## src/design/prce_pkg.sv

```systemverilog
// Package for the power regulator command emitter.
// Holds the command descriptor, queue constants and the byte tables.
// No dependencies.
`timescale 1ns / 1ps

package prce_pkg;

    // Width of one input item field and of the threshold register
    localparam int PCT_W   = 7;
    localparam int VOLTS_W = 8;
    localparam int BYTE_W  = 8;
    localparam int IDX_W   = 5;

    // Default depth of the command queue between front and back
    localparam int QUEUE_DEPTH_DEF = 4;

    // Threshold reset value and voltage offset
    localparam logic [VOLTS_W-1:0] THRESHOLD_RST = 8'd40;
    localparam logic [VOLTS_W-1:0] VOLTS_OFFSET  = 8'd30;

    // ASCII constants
    localparam logic [BYTE_W-1:0] ASCII_CR   = 8'h0D;
    localparam logic [3:0]        ASCII_DIGIT_HI = 4'h3;

    localparam logic [BYTE_W-1:0] ON_HEAD [6] = '{8'h41, 8'h54, 8'h2B, 8'h4F, 8'h4E, 8'h3D};
    localparam logic [BYTE_W-1:0] VS_HEAD [6] = '{8'h41, 8'h54, 8'h2B, 8'h56, 8'h53, 8'h3D};

    // Command kinds
    typedef enum logic [1:0] {
        CMD_OFF,
        CMD_VS,
        CMD_VS_ON
    } cmd_kind_t;

    // Last byte index for each command kind
    localparam logic [IDX_W-1:0] LAST_OFF   = 5'd7;
    localparam logic [IDX_W-1:0] LAST_VS    = 5'd9;
    localparam logic [IDX_W-1:0] LAST_VS_ON = 5'd17;
    // First byte of the trailing switch-on command
    localparam logic [IDX_W-1:0] ON_START   = 5'd10;

    // One queued command: kind plus the three decimal digits of the voltage
    typedef struct packed {
        cmd_kind_t  kind;
        logic [3:0] d_hun;
        logic [3:0] d_ten;
        logic [3:0] d_one;
    } cmd_desc_t;

    // "AT+ON=x\r" byte j
    function automatic logic [BYTE_W-1:0] on_byte(logic [2:0] j, logic on);
        logic [BYTE_W-1:0] b;
        if (j < 3'd6)
            b = ON_HEAD[j];
        else if (j == 3'd6)
            b = {ASCII_DIGIT_HI, 3'b000, on};
        else
            b = ASCII_CR;
        return b;
    endfunction

    // "AT+VS=ddd\r" byte j
    function automatic logic [BYTE_W-1:0] vs_byte(logic [3:0] j, cmd_desc_t c);
        logic [BYTE_W-1:0] b;
        if (j < 4'd6)
            b = VS_HEAD[j[2:0]];
        else if (j == 4'd6)
            b = {ASCII_DIGIT_HI, c.d_hun};
        else if (j == 4'd7)
            b = {ASCII_DIGIT_HI, c.d_ten};
        else if (j == 4'd8)
            b = {ASCII_DIGIT_HI, c.d_one};
        else
            b = ASCII_CR;
        return b;
    endfunction

    // Byte idx of command c
    function automatic logic [BYTE_W-1:0] cmd_byte(cmd_desc_t c, logic [IDX_W-1:0] idx);
        logic [BYTE_W-1:0] b;
        logic [IDX_W-1:0]  j;
        j = idx - ON_START;
        unique case (c.kind)
            CMD_OFF:   b = on_byte(idx[2:0], 1'b0);
            CMD_VS:    b = vs_byte(idx[3:0], c);
            CMD_VS_ON: b = (idx < ON_START) ? vs_byte(idx[3:0], c) : on_byte(j[2:0], 1'b1);
            default:   b = ASCII_CR;
        endcase
        return b;
    endfunction

    function automatic logic [IDX_W-1:0] cmd_last_idx(cmd_kind_t k);
        logic [IDX_W-1:0] r;
        unique case (k)
            CMD_OFF:   r = LAST_OFF;
            CMD_VS:    r = LAST_VS;
            CMD_VS_ON: r = LAST_VS_ON;
            default:   r = LAST_OFF;
        endcase
        return r;
    endfunction

endpackage

```

## src/design/prce_front.sv

```systemverilog
// Front end: accepts power transactions, computes the target voltage,
// classifies the change and pushes a command descriptor. Uses prce_pkg.
`timescale 1ns / 1ps

module prce_front
    import prce_pkg::*;
(
    input  logic                clk,
    input  logic                rst_n,
    input  logic                cfg_we,
    input  logic [VOLTS_W-1:0]  cfg_wdata,
    input  logic                in_valid,
    output logic                in_ready,
    input  logic [PCT_W-1:0]    power_percent,
    output logic                push,
    output cmd_desc_t           push_desc,
    input  logic                q_ready
);

    logic [VOLTS_W-1:0] threshold_reg;
    logic [VOLTS_W-1:0] prev_volts_reg;
    logic [VOLTS_W-1:0] volts;
    logic               accept;
    logic               prev_on;
    logic               now_on;
    logic [6:0]         rem;
    logic [1:0]         hun;
    logic [14:0]        tens_prod;
    logic [3:0]         tens;
    logic [6:0]         ones_full;

    assign in_ready = q_ready;
    assign accept   = in_valid && q_ready;

    // Target voltage, wraps modulo 256
    assign volts = {power_percent, 1'b0} + VOLTS_OFFSET;

    // Threshold register
    always_ff @(posedge clk or negedge rst_n)
    begin
        if (!rst_n)
            threshold_reg <= THRESHOLD_RST;
        else if (cfg_we)
            threshold_reg <= cfg_wdata;
    end

    // Voltage stored from the previous transaction
    always_ff @(posedge clk or negedge rst_n)
    begin
        if (!rst_n)
            prev_volts_reg <= '0;
        else if (accept)
            prev_volts_reg <= volts;
    end

    // Decimal digits: hundreds by compare, tens by reciprocal multiply
    always_comb
    begin
        if (volts >= 8'd200)
        begin
            hun = 2'd2;
            rem = 7'(volts - 8'd200);
        end
        else if (volts >= 8'd100)
        begin
            hun = 2'd1;
            rem = 7'(volts - 8'd100);
        end
        else
        begin
            hun = 2'd0;
            rem = volts[6:0];
        end
    end

    assign tens_prod = 15'(rem) * 15'd205;
    assign tens      = tens_prod[14:11];
    assign ones_full = rem - (7'(tens) * 7'd10);

    // Classification
    assign prev_on = prev_volts_reg >= threshold_reg;
    assign now_on  = volts >= threshold_reg;

    always_comb
    begin
        push_desc.d_hun = {2'b00, hun};
        push_desc.d_ten = tens;
        push_desc.d_one = ones_full[3:0];
        push_desc.kind  = CMD_VS;
        push            = 1'b0;
        priority if (prev_on && !now_on)
        begin
            push_desc.kind = CMD_OFF;
            push           = accept;
        end
        else if (!prev_on && now_on)
        begin
            push_desc.kind = CMD_VS_ON;
            push           = accept;
        end
        else if (prev_volts_reg != volts)
        begin
            push_desc.kind = CMD_VS;
            push           = accept;
        end
    end

endmodule

```

## src/design/prce_queue.sv

```systemverilog
// Short command queue between the front and back ends.
// Register FIFO of cmd_desc_t entries. Uses prce_pkg.
`timescale 1ns / 1ps

module prce_queue
    import prce_pkg::*;
#(
    parameter int DEPTH = QUEUE_DEPTH_DEF
)
(
    input  logic      clk,
    input  logic      rst_n,
    input  logic      push,
    input  cmd_desc_t push_desc,
    output logic      push_ready,
    input  logic      pop,
    output logic      pop_valid,
    output cmd_desc_t pop_desc
);

    localparam int PTR_W = (DEPTH > 1) ? $clog2(DEPTH) : 1;
    localparam int CNT_W = $clog2(DEPTH + 1);

    cmd_desc_t          entry_reg [DEPTH];
    logic [PTR_W-1:0]   wr_ptr_reg, wr_ptr_next;
    logic [PTR_W-1:0]   rd_ptr_reg, rd_ptr_next;
    logic [CNT_W-1:0]   count_reg, count_next;
    logic               do_push;
    logic               do_pop;

    assign push_ready = count_reg != CNT_W'(DEPTH);
    assign pop_valid  = count_reg != '0;
    assign pop_desc   = entry_reg[rd_ptr_reg];
    assign do_push    = push && push_ready;
    assign do_pop     = pop && pop_valid;

    // Pointer and count update
    always_comb
    begin
        wr_ptr_next = wr_ptr_reg;
        rd_ptr_next = rd_ptr_reg;
        count_next  = count_reg;
        if (do_push)
            wr_ptr_next = (wr_ptr_reg == PTR_W'(DEPTH - 1)) ? '0 : wr_ptr_reg + 1'b1;
        if (do_pop)
            rd_ptr_next = (rd_ptr_reg == PTR_W'(DEPTH - 1)) ? '0 : rd_ptr_reg + 1'b1;
        if (do_push && !do_pop)
            count_next = count_reg + 1'b1;
        else if (do_pop && !do_push)
            count_next = count_reg - 1'b1;
    end

    always_ff @(posedge clk or negedge rst_n)
    begin
        if (!rst_n)
        begin
            wr_ptr_reg <= '0;
            rd_ptr_reg <= '0;
            count_reg  <= '0;
        end
        else
        begin
            wr_ptr_reg <= wr_ptr_next;
            rd_ptr_reg <= rd_ptr_next;
            count_reg  <= count_next;
        end
    end

    // Entry storage
    always_ff @(posedge clk)
    begin
        if (do_push)
            entry_reg[wr_ptr_reg] <= push_desc;
    end

endmodule

```

## src/design/prce_back.sv

```systemverilog
// Back end: walks one queued command byte by byte into the output register.
// Uses prce_pkg for the byte tables and command lengths.
`timescale 1ns / 1ps

module prce_back
    import prce_pkg::*;
(
    input  logic              clk,
    input  logic              rst_n,
    input  logic              q_valid,
    input  cmd_desc_t         q_desc,
    output logic              q_pop,
    output logic              out_valid,
    input  logic              out_ready,
    output logic [BYTE_W-1:0] tx_byte,
    output logic              last_byte,
    output logic              pause_before
);

    cmd_desc_t          cmd_reg;
    logic               busy_reg, busy_next;
    logic [IDX_W-1:0]   idx_reg, idx_next;
    logic               out_valid_reg, out_valid_next;
    logic [BYTE_W-1:0]  byte_reg;
    logic               last_reg;
    logic               pause_reg;
    logic               advance;
    logic               is_last;

    assign advance = busy_reg && (!out_valid_reg || out_ready);
    assign is_last = idx_reg == cmd_last_idx(cmd_reg.kind);
    assign q_pop   = q_valid && (!busy_reg || (advance && is_last));

    // Sequencer control
    always_comb
    begin
        busy_next = busy_reg;
        idx_next  = idx_reg;
        if (q_pop)
        begin
            busy_next = 1'b1;
            idx_next  = '0;
        end
        else if (advance)
        begin
            busy_next = !is_last;
            idx_next  = idx_reg + 1'b1;
        end
        out_valid_next = advance ? 1'b1 : (out_ready ? 1'b0 : out_valid_reg);
    end

    always_ff @(posedge clk or negedge rst_n)
    begin
        if (!rst_n)
        begin
            busy_reg      <= 1'b0;
            idx_reg       <= '0;
            out_valid_reg <= 1'b0;
        end
        else
        begin
            busy_reg      <= busy_next;
            idx_reg       <= idx_next;
            out_valid_reg <= out_valid_next;
        end
    end

    // Command and output payload
    always_ff @(posedge clk)
    begin
        if (q_pop)
            cmd_reg <= q_desc;
        if (advance)
        begin
            byte_reg  <= cmd_byte(cmd_reg, idx_reg);
            last_reg  <= is_last;
            pause_reg <= (cmd_reg.kind == CMD_VS_ON) && (idx_reg == ON_START);
        end
    end

    assign out_valid    = out_valid_reg;
    assign tx_byte      = byte_reg;
    assign last_byte    = last_reg;
    assign pause_before = pause_reg;

endmodule

```

## src/design/power_regulator_command_emitter_core.sv

```systemverilog
// Power regulator command emitter, top level.
// An input transaction pushes a command into the queue; the back end pops it and
// emits one byte per cycle while m_tready is high. A command is 8, 10 or 18 bytes.
// Input transactions that cause no change push no command; the command queue
// absorbs bursts of input. Reset (rst_n, async) sets the threshold to 40, the
// stored voltage to 0 and empties queue and output.
`timescale 1ns / 1ps

module power_regulator_command_emitter_core
    import prce_pkg::*;
#(
    parameter int QUEUE_DEPTH = QUEUE_DEPTH_DEF
)
(
    input  logic               clk,
    input  logic               rst_n,
    input  logic               cfg_we,
    input  logic [VOLTS_W-1:0] cfg_wdata,     // on_threshold_volts
    input  logic               s_tvalid,
    output logic               s_tready,
    input  logic [7:0]         s_tdata,       // [6:0] power_percent, [7] zero
    output logic               m_tvalid,
    input  logic               m_tready,
    output logic [7:0]         m_tdata,       // [7:0] tx_byte
    output logic               m_tlast,       // last_byte
    output logic [0:0]         m_tuser        // [0] pause_before
);

    logic      push;
    cmd_desc_t push_desc;
    logic      q_ready;
    logic      q_pop;
    logic      q_valid;
    cmd_desc_t q_desc;
    logic      pause_before;

    // Accept and classify
    prce_front u_front (
        .clk           (clk),
        .rst_n         (rst_n),
        .cfg_we        (cfg_we),
        .cfg_wdata     (cfg_wdata),
        .in_valid      (s_tvalid),
        .in_ready      (s_tready),
        .power_percent (s_tdata[PCT_W-1:0]),
        .push          (push),
        .push_desc     (push_desc),
        .q_ready       (q_ready)
    );

    // Command queue
    prce_queue #(
        .DEPTH (QUEUE_DEPTH)
    ) u_queue (
        .clk        (clk),
        .rst_n      (rst_n),
        .push       (push),
        .push_desc  (push_desc),
        .push_ready (q_ready),
        .pop        (q_pop),
        .pop_valid  (q_valid),
        .pop_desc   (q_desc)
    );

    // Byte emission
    prce_back u_back (
        .clk          (clk),
        .rst_n        (rst_n),
        .q_valid      (q_valid),
        .q_desc       (q_desc),
        .q_pop        (q_pop),
        .out_valid    (m_tvalid),
        .out_ready    (m_tready),
        .tx_byte      (m_tdata),
        .last_byte    (m_tlast),
        .pause_before (pause_before)
    );

    assign m_tuser = pause_before;

endmodule
```

## config.mk

```make
export PLATFORM = sky130hd
export DESIGN_NAME = power_regulator_command_emitter_core
export DESIGN_NICKNAME = d
export VERILOG_FILES = /design/src/design/prce_pkg.sv /design/src/design/prce_front.sv /design/src/design/prce_queue.sv /design/src/design/prce_back.sv /design/src/design/power_regulator_command_emitter_core.sv
export SDC_FILE = /design/constraint.sdc
export NUM_CORES = 1
export LEC_CHECK = 0
export BUFFER_PORTS_ARGS = -buffer_cell sky130_fd_sc_hd__buf_4
export CORE_AREA = 2 2 173 175
export DETAILED_ROUTE_END_ITERATION = 7
export DIE_AREA = 0 0 175 177
export SETUP_SLACK_MARGIN = 0.3
export SLEW_MARGIN = 20
export SYNTH_ARGS = -nofsm -noshare
export SYNTH_HDL_FRONTEND = slang
export SYNTH_HIERARCHICAL = 1
export SYNTH_SLANG_ARGS = --single-unit
```

## constraint.sdc

```tcl
create_clock -name clk -period 3.9 [get_ports clk]
set_clock_uncertainty 0.15 [all_clocks]
set_input_delay 0 -clock clk [delete_from_list [all_inputs] [get_ports clk]]
set_output_delay 0 -clock clk [all_outputs]
set_load 0.03 [all_outputs]
```

==> out/metrics.yaml <==
status:
  outcome: "finished with violations"
  violations: "setup timing"
logic_synthesis:
  ys.flop_type: "edfxtp_1"
  synth.distinct_cells: 83
  yosys.area_share.xor_xnor: 0.0481
  synth-edff-count: 79
  synthesis.area_mm2: 0.00687
  synth_mux_area_frac: 0.0626
  synth_fa_ha_area_frac: 0.142
  syn_inst: 579
  synth-simple-area-share: 0.105
  synth-seq-cells: 108
  synthArstFlopShare: 0.269
  synth_compound_area_frac: 0.136
  synth_top_family_by_area: "adder cells"
  yosysWarnings: 6
  syn_area_per_cell_um2: 11.9
  yosysSeqAreaShare: 0.451
drt:
  drt_iter0_markers: 362
  avgViaCountPerCell: 4.29
  routed_wl_mm: 15.5
  first_pass_iters: 4
  routedWlPerCell_um: 13.7
  vias: 4862
  drc: 0
  ant_nets: 0
global_route:
  antenna_found_initial: 0
  grt_pass1_vias: 4897
  grt_pass1_wl_mm: 24.3
  overflow: 0
  grt_max_degree: 28
  track_usage: 0.0980
hold_path:
  hold_class: "in2async"
setup_path:
  crit_path_top_delay_cell: "fa_1"
  rrSetupSlack_ns: -0.26
  worstPathRequired_ns: 3.83
  r2r-end: "u_queue/count_reg[1]"
  cp-start-kind: "input port"
  crit_path_end_kind: "register"
  slowest_delay_ns: 0.52
  critPathArrivalTime_ns: 5.26
  cp_common_cell: "ha_4"
  path_class: "in2reg"
  timing.rr.start: "u_front/threshold_reg[1]"
  critPathMaxFanout: 4
  reg2reg_depth: 21
finish:
  n_fill_cell: 2892
  drive_above_1_share: 0.382
  fin_nets: 832
  mostFrequentLayoutCells: "buf_4 (124), edfxtp_1 (79), ha_1 (42)"
  layout_commonest_cell: "buf_4"
  final_cell_area_mm2: 0.00950
  final_cells: 1133
  largest_register_ffs: 56
  diodes: 0
  area_growth_pct: 38.3
power:
  power.leakage_nw: 3.75
  p_per_area_mw_per_mm2: 747
  ir_drop_v: 0.000338
sta:
  rsz0062_at_grt: "true"
  hold_viol_final: 0
  fin_ws_ns: -1.43
  max_freq_mhz: 188
  relSlewSlack: 0.334
  slew_violations: 0
  setup_viol: 58
  period_share: 1.37
  fin_crit_ns: 5.33
  worstMarginPinSlew_ns: 0.999
die:
  die_h_um: 177
  rows: 63
  die_x_um: 175
  die_area_mm2: 0.0310
  core_area_mm2: 0.0292
  io_pins: 33
  start_util: 0.235
clocking:
  clock_latency_ns: 0.35
  cts.reportedPaths.clkPinSlew_ns: 0.07
  clock-sinks: 108
  h-tree-depth: 3
  cts_root_buffer: "clkbuf_16"
  cts_tree: "yes"
  cts.path.max_buffers: 2
  cts_buffers: 9
placed_design:
  portBuffers: 30
  gp_congestion: 0.815
  place_inst: 1061
  postPlaceCellArea_mm2: 0.00820
  pre_cts_ws_ns: -1.98
  hpwl_mm: 10.6
run:
  maxCapViolCount: 0
power breakdown:
group / internal (mW) / switching, mW / total, mW
registers: 1.83 / 0.219 / 2.05
clock network: 0.436 / 0.409 / 0.845
logic: 2.19 / 2.01 / 4.20
Yosys cell counts (10+ instances only):
cell	n	area share
a21oi_1	22	0.016
buf_4	10	0.011
dfrtp_1	27	0.098
edfxtp_1	79	0.35
ha_1	65	0.12
inv_1	48	0.026
mux4_2	14	0.046
nand2_1	32	0.017
nand2b_1	10	0.0091
nor2_1	39	0.021
o21ai_0	28	0.020
xnor2_1	27	0.034
layer usage:
metal  track usage  vias up  wire length [um]
met2         0.172       80              7850
met3        0.0200       24               435
met1         0.119     2329              6880
met4        0.0340        0               338
met5             0        -                 0
li1              -     2429                 -
area by class of cell:
type,count,area [um2],share of cell area
Timing Repair Buffer,171,1450,0.153
Sequential cell,108,3100,0.326
Clock buffer,11,233,0.0245
Inverter,49,191,0.0202
Clock inverter,5,37.5,0.00395
Multi-Input combinational cell,399,4000,0.421
Tap cell,390,488,0.0514
stage by stage:
step	utilization	hold slack [ns]	power [mW]	TNS (ns)
floorplan	-	-0.446	4.28	-35.70
global placement	0.280	-0.185	5.22	-54.70
detailed placement	0.280	-0.185	5.31	-61.44
CTS	0.316	0.0149	6.81	-24.66
global route	0.325	0.0135	7.63	-41.32
finish	0.325	0.0271	7.10	-29.16
cells by family after synthesis:
kind of cell             Yosys count
other                              2
adder cells (fa/ha/maj)           73
AND/OR/NAND/NOR                  135
XOR/XNOR                          36
flip-flops                       108
buffers and inverters             78
AO/OA/AOI/OAI                    123
multiplexers                      24
repair_timing:
item	4_1_cts	5_1_grt
gates cloned	0	4
hold buffers	27	0
hold endpoints to repair	39	0
setup buffers	13	12
resized for setup	65	29
pin swaps	47	22
endpoints found under the setup margin	89	89
worst max path at each step:
| stage | depth (start not counted) | slack [ns] | from | endpoint |
|---|---|---|---|---|
| floorplan | 30 | -1.93 | s_tdata[0] | u_queue/entry_reg[0][3] |
| global placement | 29 | -1.80 | s_tdata[1] | u_queue/entry_reg[0][3] |
| detailed placement | 29 | -1.98 | s_tdata[1] | u_queue/entry_reg[3][3] |
| CTS | 31 | -1.43 | s_tdata[0] | u_queue/entry_reg[1][3] |
| global route | 31 | -1.62 | s_tdata[0] | u_queue/entry_reg[0][3] |
| finish | 31 | -1.43 | s_tdata[0] | u_queue/entry_reg[2][3] |
critical path, delay by kind of cell:
family / cells / cell delay [ns]
XOR/XNOR: 6 / 0.87
adder cells (fa/ha/maj): 8 / 2.01
AND/OR/NAND/NOR: 5 / 0.63
AO/OA/AOI/OAI: 5 / 1.28
buffers and inverters: 7 / 0.46
Note: power is estimated with default switching activity, not from simulation.
